## config.mk

```make
export PLATFORM = sky130hd
export DESIGN_NAME = tinted_pixel_alpha_blend
export DESIGN_NICKNAME = d
export VERILOG_FILES = /design/src/rtl/core/tpab_pkg.sv /design/src/rtl/core/tpab_cfg.sv /design/src/rtl/core/tinted_pixel_alpha_blend.sv
export SDC_FILE = /design/constraint.sdc
export NUM_CORES = 1
export LEC_CHECK = 0
export ABC_AREA = 1
export BUFFER_PORTS_ARGS = -buffer_cell sky130_fd_sc_hd__clkbuf_2
export CORE_ASPECT_RATIO = 2
export CORE_MARGIN = 10
export CORE_UTILIZATION = 55
export CTS_CLUSTER_DIAMETER = 100
export DETAILED_ROUTE_END_ITERATION = 16
export GPL_ROUTABILITY_DRIVEN = 0
export PLACE_DENSITY = 0.77
export SLEW_MARGIN = 10
export SYNTH_ARGS = -nofsm -noshare
export SYNTH_HDL_FRONTEND = slang
export SYNTH_HIERARCHICAL = 1
export SYNTH_SLANG_ARGS = --single-unit
```

## constraint.sdc

```tcl
create_clock -name clk -period 12.4 [get_ports clk]
set_clock_uncertainty 0.15 [all_clocks]
set_input_delay 2.48 -clock clk [delete_from_list [all_inputs] [get_ports clk]]
set_output_delay 2.48 -clock clk [all_outputs]
set_load 0.02 [all_outputs]
```

## src/rtl/core/tpab_pkg.sv

```systemverilog
package tpab_pkg;

    localparam int CfgIndexWidth = 3;
    localparam int CfgDataWidth  = 8;

    // configuration register indexes
    localparam logic [CfgIndexWidth-1:0] REG_FORMAT_MODE = 3'd0;
    localparam logic [CfgIndexWidth-1:0] REG_ALPHA_TEST  = 3'd1;
    localparam logic [CfgIndexWidth-1:0] REG_TINT_RED    = 3'd2;
    localparam logic [CfgIndexWidth-1:0] REG_TINT_GREEN  = 3'd3;
    localparam logic [CfgIndexWidth-1:0] REG_TINT_BLUE   = 3'd4;
    localparam logic [CfgIndexWidth-1:0] REG_TINT_ALPHA  = 3'd5;

    // format modes
    localparam logic [1:0] FMT_565_TO_565   = 2'd0;
    localparam logic [1:0] FMT_4444_TO_565  = 2'd1;
    localparam logic [1:0] FMT_4444_TO_4444 = 2'd2;

    // alpha product at full source alpha and full tint alpha
    localparam logic [11:0] ALPHA_PROD_MAX = 12'd3825;

    typedef struct packed {
        logic [15:0] src_pixel;
        logic [15:0] dst_pixel;
    } pixel_in_t;

    typedef struct packed {
        logic [15:0] out_pixel;
        logic        write_enable;
    } pixel_out_t;

    typedef struct packed {
        logic [1:0] format_mode;
        logic       alpha_test;
        logic [3:0] tint_red;
        logic [3:0] tint_green;
        logic [3:0] tint_blue;
        logic [7:0] tint_alpha;
    } cfg_t;

    // floor(c * (k + 1) / 16)
    function automatic logic [5:0] scale_ch(input logic [5:0] c, input logic [3:0] k);
        logic [4:0] kp;
        logic [9:0] prod;
        kp   = {1'b0, k} + 5'd1;
        prod = {4'd0, c} * {5'd0, kp};
        return prod[9:4];
    endfunction

    // floor(x / 255) for x up to 3825
    function automatic logic [3:0] div255(input logic [11:0] x);
        logic [12:0] s;
        s = {1'b0, x} + 13'd1 + {9'd0, x[11:8]};
        return s[11:8];
    endfunction

endpackage

```

## src/rtl/core/tpab_cfg.sv

```systemverilog
module tpab_cfg (
    input  logic                                 clk,
    input  logic                                 rst_n,
    input  logic                                 cfg_valid,
    input  logic [tpab_pkg::CfgIndexWidth-1:0]   cfg_index,
    input  logic [tpab_pkg::CfgDataWidth-1:0]    cfg_data,
    output tpab_pkg::cfg_t                       cfg
);

    tpab_pkg::cfg_t cfg_reg;
    tpab_pkg::cfg_t cfg_next;

    always_comb
    begin
        cfg_next = cfg_reg;
        if (cfg_valid)
        begin
            case (cfg_index)
                tpab_pkg::REG_FORMAT_MODE: cfg_next.format_mode = cfg_data[1:0];
                tpab_pkg::REG_ALPHA_TEST:  cfg_next.alpha_test  = cfg_data[0];
                tpab_pkg::REG_TINT_RED:    cfg_next.tint_red    = cfg_data[3:0];
                tpab_pkg::REG_TINT_GREEN:  cfg_next.tint_green  = cfg_data[3:0];
                tpab_pkg::REG_TINT_BLUE:   cfg_next.tint_blue   = cfg_data[3:0];
                tpab_pkg::REG_TINT_ALPHA:  cfg_next.tint_alpha  = cfg_data;
                default:                   cfg_next = cfg_reg;
            endcase
        end
    end

    always_ff @(posedge clk or negedge rst_n)
    begin
        if (!rst_n)
        begin
            cfg_reg.format_mode <= tpab_pkg::FMT_565_TO_565;
            cfg_reg.alpha_test  <= 1'b0;
            cfg_reg.tint_red    <= 4'hF;
            cfg_reg.tint_green  <= 4'hF;
            cfg_reg.tint_blue   <= 4'hF;
            cfg_reg.tint_alpha  <= 8'hFF;
        end
        else
        begin
            cfg_reg <= cfg_next;
        end
    end

    assign cfg = cfg_reg;

endmodule

```

## src/rtl/core/tinted_pixel_alpha_blend.sv

```systemverilog
// Tinted alpha blend pixel path of a 2D blitter.
// pair channel: one source/destination pixel pair per transfer (pair_valid,
// pair_stall driven by this block). result channel: new destination pixel and
// write enable per transfer (result_valid, result_stall driven by receiver).
// cfg channel: register index and data, written when cfg_valid and cfg_ready
// are high; cfg_ready is always high. Write registers only while the block
// holds no items.
// Four register stages: alpha product, alpha/inverse indexes with source
// tint, scaled blend sums with saturation, final tint and format select.
// A transferred pair passes through the stage registers in order, and
// result_valid rises when it reaches the last stage; a new pair is taken
// every cycle while the result side keeps up.
// Each stage loads when it is empty or its successor moves, so bubbles are
// squeezed out under a result stall and pair_stall rises only when all four
// stages are full.
// Reset empties the pipeline and sets format 0, no alpha test, white tint.
module tinted_pixel_alpha_blend (
    input  logic                                 clk,
    input  logic                                 rst_n,
    input  logic                                 pair_valid,
    output logic                                 pair_stall,
    input  tpab_pkg::pixel_in_t                  pair,
    output logic                                 result_valid,
    input  logic                                 result_stall,
    output tpab_pkg::pixel_out_t                 result,
    input  logic                                 cfg_valid,
    output logic                                 cfg_ready,
    input  logic [tpab_pkg::CfgIndexWidth-1:0]   cfg_index,
    input  logic [tpab_pkg::CfgDataWidth-1:0]    cfg_data
);

    tpab_pkg::cfg_t cfg;

    tpab_cfg u_cfg (
        .clk       (clk),
        .rst_n     (rst_n),
        .cfg_valid (cfg_valid),
        .cfg_index (cfg_index),
        .cfg_data  (cfg_data),
        .cfg       (cfg)
    );

    assign cfg_ready = 1'b1;

    // stage valids and load enables
    logic v1_reg, v2_reg, v3_reg, v4_reg;
    logic ld1, ld2, ld3, ld4;

    assign ld4 = !v4_reg || !result_stall;
    assign ld3 = !v3_reg || ld4;
    assign ld2 = !v2_reg || ld3;
    assign ld1 = !v1_reg || ld2;
    assign pair_stall = !ld1;

    always_ff @(posedge clk or negedge rst_n)
    begin
        if (!rst_n)
        begin
            v1_reg <= 1'b0;
            v2_reg <= 1'b0;
            v3_reg <= 1'b0;
            v4_reg <= 1'b0;
        end
        else
        begin
            if (ld1) v1_reg <= pair_valid;
            if (ld2) v2_reg <= v1_reg;
            if (ld3) v3_reg <= v2_reg;
            if (ld4) v4_reg <= v3_reg;
        end
    end

    // stage 1: alpha product
    logic [15:0] src1_reg, dst1_reg;
    logic [11:0] prod1_reg, prod1_next;

    assign prod1_next = {8'd0, pair.src_pixel[3:0]} * {4'd0, cfg.tint_alpha};

    always_ff @(posedge clk)
    begin
        if (ld1)
        begin
            src1_reg  <= pair.src_pixel;
            dst1_reg  <= pair.dst_pixel;
            prod1_reg <= prod1_next;
        end
    end

    // stage 2: alpha indexes, converted and tinted source for the 565 blend
    logic [15:0] src2_reg, dst2_reg;
    logic [3:0]  ai2_reg, ai2_next, ii2_reg, ii2_next;
    logic [4:0]  tr2_reg, tb2_reg;
    logic [5:0]  tg2_reg;
    logic [5:0]  tr2_next, tg2_next, tb2_next;
    logic [4:0]  cr1, cb1;
    logic [5:0]  cg1;

    assign cr1 = {src1_reg[15:12], src1_reg[15]};
    assign cg1 = {src1_reg[11:8], src1_reg[11:10]};
    assign cb1 = {src1_reg[7:4], src1_reg[7]};

    always_comb
    begin
        ai2_next = tpab_pkg::div255(prod1_reg);
        ii2_next = tpab_pkg::div255(tpab_pkg::ALPHA_PROD_MAX - prod1_reg);
        tr2_next = tpab_pkg::scale_ch({1'b0, cr1}, cfg.tint_red);
        tg2_next = tpab_pkg::scale_ch(cg1, cfg.tint_green);
        tb2_next = tpab_pkg::scale_ch({1'b0, cb1}, cfg.tint_blue);
    end

    always_ff @(posedge clk)
    begin
        if (ld2)
        begin
            src2_reg <= src1_reg;
            dst2_reg <= dst1_reg;
            ai2_reg  <= ai2_next;
            ii2_reg  <= ii2_next;
            tr2_reg  <= tr2_next[4:0];
            tg2_reg  <= tg2_next;
            tb2_reg  <= tb2_next[4:0];
        end
    end

    // stage 3: scaled blend sums, saturated for the destination format
    logic [15:0] src3_reg, dst3_reg;
    logic [5:0]  sr3_reg, sg3_reg, sb3_reg;
    logic [5:0]  sr3_next, sg3_next, sb3_next;
    logic [5:0]  pr, pg, pb, dr, dg, db;
    logic [5:0]  qr, qg, qb, er, eg, eb;
    logic [6:0]  sum_r, sum_g, sum_b;
    logic [6:0]  nib_r, nib_g, nib_b;

    always_comb
    begin
        pr = tpab_pkg::scale_ch({1'b0, tr2_reg}, ai2_reg);
        pg = tpab_pkg::scale_ch(tg2_reg, ai2_reg);
        pb = tpab_pkg::scale_ch({1'b0, tb2_reg}, ai2_reg);
        dr = tpab_pkg::scale_ch({1'b0, dst2_reg[15:11]}, ii2_reg);
        dg = tpab_pkg::scale_ch(dst2_reg[10:5], ii2_reg);
        db = tpab_pkg::scale_ch({1'b0, dst2_reg[4:0]}, ii2_reg);
        qr = tpab_pkg::scale_ch({2'b0, src2_reg[15:12]}, ai2_reg);
        qg = tpab_pkg::scale_ch({2'b0, src2_reg[11:8]}, ai2_reg);
        qb = tpab_pkg::scale_ch({2'b0, src2_reg[7:4]}, ai2_reg);
        er = tpab_pkg::scale_ch({2'b0, dst2_reg[15:12]}, ii2_reg);
        eg = tpab_pkg::scale_ch({2'b0, dst2_reg[11:8]}, ii2_reg);
        eb = tpab_pkg::scale_ch({2'b0, dst2_reg[7:4]}, ii2_reg);
        sum_r = {1'b0, pr} + {1'b0, dr};
        sum_g = {1'b0, pg} + {1'b0, dg};
        sum_b = {1'b0, pb} + {1'b0, db};
        nib_r = {1'b0, qr} + {1'b0, er};
        nib_g = {1'b0, qg} + {1'b0, eg};
        nib_b = {1'b0, qb} + {1'b0, eb};
        if (cfg.format_mode == tpab_pkg::FMT_4444_TO_565)
        begin
            sr3_next = (sum_r > 7'd31) ? 6'd31 : sum_r[5:0];
            sg3_next = (sum_g > 7'd63) ? 6'd63 : sum_g[5:0];
            sb3_next = (sum_b > 7'd31) ? 6'd31 : sum_b[5:0];
        end
        else
        begin
            sr3_next = (nib_r > 7'd15) ? 6'd15 : nib_r[5:0];
            sg3_next = (nib_g > 7'd15) ? 6'd15 : nib_g[5:0];
            sb3_next = (nib_b > 7'd15) ? 6'd15 : nib_b[5:0];
        end
    end

    always_ff @(posedge clk)
    begin
        if (ld3)
        begin
            src3_reg <= src2_reg;
            dst3_reg <= dst2_reg;
            sr3_reg  <= sr3_next;
            sg3_reg  <= sg3_next;
            sb3_reg  <= sb3_next;
        end
    end

    // stage 4: final tint and format select
    tpab_pkg::pixel_out_t res4_reg, res4_next;
    logic       white;
    logic [3:0] vr, vg, vb;
    logic [5:0] m0r, m0g, m0b, t2r, t2g, t2b;

    assign white = (cfg.tint_red == 4'hF) && (cfg.tint_green == 4'hF)
                && (cfg.tint_blue == 4'hF) && (cfg.tint_alpha == 8'hFF);

    always_comb
    begin
        vr  = cfg.alpha_test ? src3_reg[15:12] : sr3_reg[3:0];
        vg  = cfg.alpha_test ? src3_reg[11:8]  : sg3_reg[3:0];
        vb  = cfg.alpha_test ? src3_reg[7:4]   : sb3_reg[3:0];
        m0r = tpab_pkg::scale_ch({1'b0, src3_reg[15:11]}, cfg.tint_red);
        m0g = tpab_pkg::scale_ch(src3_reg[10:5], cfg.tint_green);
        m0b = tpab_pkg::scale_ch({1'b0, src3_reg[4:0]}, cfg.tint_blue);
        t2r = tpab_pkg::scale_ch({2'b0, vr}, cfg.tint_red);
        t2g = tpab_pkg::scale_ch({2'b0, vg}, cfg.tint_green);
        t2b = tpab_pkg::scale_ch({2'b0, vb}, cfg.tint_blue);
        res4_next.out_pixel    = dst3_reg;
        res4_next.write_enable = 1'b0;
        case (cfg.format_mode)
            tpab_pkg::FMT_565_TO_565:
            begin
                res4_next.out_pixel    = {m0r[4:0], m0g, m0b[4:0]};
                res4_next.write_enable = 1'b1;
            end
            tpab_pkg::FMT_4444_TO_565:
            begin
                if (src3_reg[3:0] != 4'd0)
                begin
                    res4_next.write_enable = 1'b1;
                    if (cfg.alpha_test && white)
                        res4_next.out_pixel = {src3_reg[15:12], src3_reg[15],
                                               src3_reg[11:8], src3_reg[11:10],
                                               src3_reg[7:4], src3_reg[7]};
                    else
                        res4_next.out_pixel = {sr3_reg[4:0], sg3_reg, sb3_reg[4:0]};
                end
            end
            tpab_pkg::FMT_4444_TO_4444:
            begin
                if (src3_reg[3:0] != 4'd0)
                begin
                    res4_next.write_enable = 1'b1;
                    if (cfg.alpha_test && white)
                        res4_next.out_pixel = src3_reg;
                    else
                        res4_next.out_pixel = {t2r[3:0], t2g[3:0], t2b[3:0], 4'hF};
                end
            end
            default:
            begin
                res4_next.out_pixel    = dst3_reg;
                res4_next.write_enable = 1'b0;
            end
        endcase
    end

    always_ff @(posedge clk)
    begin
        if (ld4)
            res4_reg <= res4_next;
    end

    assign result_valid = v4_reg;
    assign result       = res4_reg;

    // pair side stalls only with every stage full and the result blocked
    a_stall_only_when_full: assert property (@(posedge clk) disable iff (!rst_n)
        pair_stall |-> (v1_reg && v2_reg && v3_reg && v4_reg && result_stall))
        else $error("pair stalled with an empty stage");

    a_accept_fills_stage1: assert property (@(posedge clk) disable iff (!rst_n)
        (pair_valid && !pair_stall) |=> v1_reg)
        else $error("accepted pair not held in stage 1");

    a_stage3_holds: assert property (@(posedge clk) disable iff (!rst_n)
        (v3_reg && v4_reg && result_stall) |=> (v3_reg && $stable(src3_reg)))
        else $error("stage 3 item lost under stall");

    a_drain: assert property (@(posedge clk) disable iff (!rst_n)
        (result_valid && !result_stall && !v3_reg) |=> !result_valid)
        else $error("result repeated after transfer");

endmodule
```

# Word-level counts from Yosys, hierarchy flattened
# Index checks and enable logic that the tools add are counted.
# totals
regBits,192
in_bits,48
# op_classes
order_cmp,6
eq_ne,11
reduce_logical,23
muxes,17
n_addsub,16
n_mul,22
# op_table
cell,n
multiplier 4 x 5 -> 9 bit,6
case mux 17 bit (3 select lines),1
multiplier 5 x 5 -> 10 bit,4
multiplier 6 x 5 -> 10 bit,4
multiplier 5 x 5 -> 9 bit,4
two-way mux 17 bit,2
two-way mux 16 bit,2
two-way mux 5 bit,6
"adder 4 x 1 -> 5 bit, second input constant",5
"adder 12 x 1 -> 12 bit, second input constant",2
adder 12 x 4 -> 12 bit,2
multiplier 4 x 5 -> 8 bit,3
adder 6 x 6 -> 7 bit,3
adder 5 x 5 -> 6 bit,3
"greater-than comparator 6 x 4 -> 1 bit, second input constant",3
two-way mux 6 bit,3
"greater-than comparator 7 x 5 -> 1 bit, second input constant",2
"equality test 4 bit, second input constant",3
multiplier 4 x 8 -> 12 bit,1
two-way mux 4 bit,3
AND reduction 2 bit,6
"subtractor 12 bit, first input constant",1
"equality test 8 bit, second input constant",1
"greater-than comparator 7 x 6 -> 1 bit, second input constant",1
11 further kinds,24

# Depth between registers and ports, before layout
# logic_depth
word_depth,8
depth_mapped,31
depth_no_buf,30

# By module
# Netlist, hierarchy kept.
# modules_own_cells
mod,area_per_inst_um2,n_inst,cells_each,seq_area_each_um2
tinted_pixel_alpha_blend,22083.7,1,2771,5054.8
tpab_cfg,1018.5,1,112,600.6

# Worst setup path before layout
# No wires, ideal clock.
# synth_timing
path_kind,input-to-output
startpoint,input port result_stall
endpoint,output port pair_stall
required_ns,9.770
cell_stages,6
arrival_ns,5.577
slack_ns,4.193
path_buffers,0
cell_sequence,nand2_1 nor2_1 inv_1 nor2_1 inv_1 nor2_1
# synth_via
elab_chain_cells,6
# synth_lines
element,line,rtl
start: declaration,tinted_pixel_alpha_blend.sv:24,"input logic result_stall,"
zero test 1 bit,tinted_pixel_alpha_blend.sv:49,assign ld4 = !v4_reg || !result_stall;
logical OR 1 bit,tinted_pixel_alpha_blend.sv:49,
logical OR 1 bit,tinted_pixel_alpha_blend.sv:50,assign ld3 = !v3_reg || ld4;
via ld3,tinted_pixel_alpha_blend.sv:47,"logic ld1, ld2, ld3, ld4;"
logical OR 1 bit,tinted_pixel_alpha_blend.sv:51,assign ld2 = !v2_reg || ld3;
via ld2,tinted_pixel_alpha_blend.sv:47,
logical OR 1 bit,tinted_pixel_alpha_blend.sv:52,assign ld1 = !v1_reg || ld2;
zero test 1 bit,tinted_pixel_alpha_blend.sv:53,assign pair_stall = !ld1;
end: declaration,tinted_pixel_alpha_blend.sv:21,"output logic pair_stall,"
# The timed path passes the listed nets, and every way through them passes these cells.

# Worst setup path after layout
# layout_timing
startpoint,input port result_stall
endpoint,output port pair_stall
# layout_via
elab_chain_cells,6
# layout_lines
element,line
zero test 1 bit,tinted_pixel_alpha_blend.sv:49
logical OR 1 bit,tinted_pixel_alpha_blend.sv:49
via ld4,tinted_pixel_alpha_blend.sv:47
logical OR 1 bit,tinted_pixel_alpha_blend.sv:50
via ld3,tinted_pixel_alpha_blend.sv:47
logical OR 1 bit,tinted_pixel_alpha_blend.sv:51
via ld2,tinted_pixel_alpha_blend.sv:47
logical OR 1 bit,tinted_pixel_alpha_blend.sv:52
zero test 1 bit,tinted_pixel_alpha_blend.sv:53
# The timed path passes the listed nets, and every way through them passes these cells.

==> results by group <==
Clock network
  • Worst skew pair latency: 0.48 ns
  • Number of CTS-inserted buffers: 17
  • CTS tree: built
  • H-tree Lvls: 4
  • Clk sinks: 192
  • Clock slew at reported path FFs: 0.08 ns
  • # Post-CTS Setup Buffers: 0
  • Post-CTS sizing: 0
  • CTS root buffer: clkbuf_16
  • Hold-fix buffers at CTS: 0
  • Max Root-Sink Buffers: 2

Route
  • Routed WL: 59900 um
  • Vias: 19200
  • Antenna viol nets, final: 0
  • DRT Pass-1 Iters: 6
  • DRT iter0 DRCs: 1133
  • Via/cell ratio: 5.49
  • Remaining DRCs: 0
  • Wire per inst: 17.1 um

STA
  • Max Clk Rate: 0.129 GHz
  • Clock period minus worst slack: 7.78 ns
  • Setup TNS: 0 ns
  • Setup-failing EPs final: 0
  • Slew HR: 29.6%
  • Slew Limit Fails: 0
  • Worst-Margin Slew: 1.06 ns
  • Tcrit/Tclk final: 62.7%
  • RSZ-0062 raised after global routing: no
  • Final hold violation count: 0
  • Final WS setup: 4.62 ns

Worst setup path
  • Critical path class: input pin to output port
  • Arrival time worst endpoint: 5.15 ns
  • Flop2flop setup slack: 5.70 ns
  • Largest stage delay, worst path: 0.64 ns
  • Critical path cell sequence: clkbuf_2 > nand2_1 > nor2_1 > inv_2 > buf_4 > nor2_1 > inv_2 > buf_4 > nor2_1 > clkbuf_2
  • Most frequent CP cell: nor2_1
  • R2R cell count: 24
  • Crit-path max FO: 58
  • Crit end category: output port
  • Required time of the critical path: 9.77 ns
  • Critical Path Start Type: input pin
  • Reg-to-reg startpoint: ai2_reg[0]$_DFFE_PP_
  • RR Endpoint: sg3_reg[5]$_DFFE_PP_
  • Slowest cell on crit path: buf_4

Synthesis
  • Synth Flop Type: edfxtp_1
  • Synth top area cells: edfxtp_1 21%, ha_1 18%, fa_1 14%
  • Synth Register Bits: 192
  • Ys Warns: 6
  • Sequential share of the synthesized area: 24.5%
  • Syn nets: 3435
  • Distinct cells, synth: 55
  • Post-synth EDFFs: 165
  • Top cell type's share of synthesized area: 21.4%
  • Cell count after synthesis: 2883
  • Synth area leader: edfxtp_1
  • Average size of a mapped cell: 8.01 um2
  • Asr flop ratio synth: 14.1%
  • Area of the mapped netlist: 23100 um2

Die
  • Core area: 41600 um2
  • # rows: 106
  • Die area: 51100 um2
  • Num ports: 68
  • Starting Density: 55.5%
  • Die height: 310 um
  • Die Width: 165 um

Cells and area
  • Max reg flops: 23
  • Fin cells: 3500
  • Commonest cells after routing, fill and taps aside: 663 x nand2_1, 641 x inv_1, 341 x ha_1
  • Nets: 3499
  • Most common cell after layout, fill and taps aside: nand2_1
  • Post-Layout Inst Area: 24600 um2
  • Layout cells sized above 1: 6.93%
  • Synth-to-layout area growth: 6.53%
  • Diode count: 0

Worst hold path
  • Hold Path Sink: dst2_reg[8]$_DFFE_PP_
  • Hold Crit Start: dst1_reg[8]$_DFFE_PN_
  • Tightest Hold Check Type: flip-flop to flip-flop
  • WHS Path Cells: 0

Placement
  • Pre-CTS WS: 4.56 ns
  • Port Buffers: 66
  • Area after DPL: 24000 um2
  • Inst Count DP: 3468
  • Detailed Place HPWL: 49500 um

Global routing
  • Largest net degree at the start of global routing: 59
  • Vias in the first global route: 20600
  • Initial antenna violation count: 0
  • GR Util All Layers: 24.3%
  • Remaining global-route overflow: 0
  • First-pass GRT wire length: 97600 um

Run status
  • Outcome: completed

Run
  • Max_cap viols: 0
## critical path: cells and delay by family
| family | cells | cell delay (ns) |
|---|---|---|
| buf+inv | 6 | 1.60 |
| simple gates | 4 | 1.05 |
## per-layer routing
metal,track usage (%),vias up,wire [um]
li1,-,9136,-
met1,23.2,9109,20000
met2,46.1,673,32700
met3,3.03,288,2690
met4,17.0,0,4500
met5,0,-,0
## synthesized netlist by cell type, types with 10 or more instances
cell,instances
xor2_1,75
fa_1,163
nor3_1,14
ha_1,341
inv_1,644
clkbuf_1,23
dfstp_2,20
inv_2,12
nand2_2,15
or2_2,11
o21bai_1,10
o21ai_0,64
edfxtp_1,165
a21o_1,12
nand4_1,32
nand3_1,111
a21oi_1,88
nand2_1,663
o211ai_1,10
xnor2_1,63
o21ai_1,12
nor2_1,244
## area by class of cell
cell class / instances / area, um2
clock buffer: 18 / 429
clock inverter: 14 / 151
fill: 3652 / 17000
inverter: 659 / 2470
multi-input combinational: 1997 / 14800
sequential: 192 / 5660
tap: 540 / 676
timing repair buffer: 80 / 435
## kinds of logic (layout without fill, tap and decap cells)
| kind of cell | Yosys count | in the layout | share of synthesized area, % |
|---|---|---|---|
| simple gates | 1117 | 1117 | 20.1 |
| buf+inv | 694 | 771 | 11.5 |
| compound gates | 237 | 237 | 6.04 |
| xor+xnor | 138 | 138 | 5.23 |
| flops | 192 | 192 | 24.5 |
| fa+ha+maj | 504 | 504 | 32.6 |
| other cells | 1 | 1 | 0.0162 |
## worst max path at each step
stage,startpoint,to,slack (ns),depth (start not counted)
after floorplan,result_stall,pair_stall,4.19,6
after global placement,result_stall,pair_stall,4.59,10
after detailed placement,result_stall,pair_stall,4.56,10
after CTS,result_stall,pair_stall,4.54,10
after global routing,result_stall,pair_stall,4.33,10
final,result_stall,pair_stall,4.62,10
## stage by stage
step | hold WS [ns] | util (%)
3_5_place_dp | 0.255 | 57.7
3_3_place_gp | 0.252 | 57.7
5_1_grt | 0.275 | 59.1
2_1_floorplan | 0.250 | -
4_1_cts | 0.270 | 59.1
6_report | 0.266 | 59.1
Power is left out: the tool's default activity adds up to more than one toggle a clock period on the data nets, which glitch-free logic cannot reach.
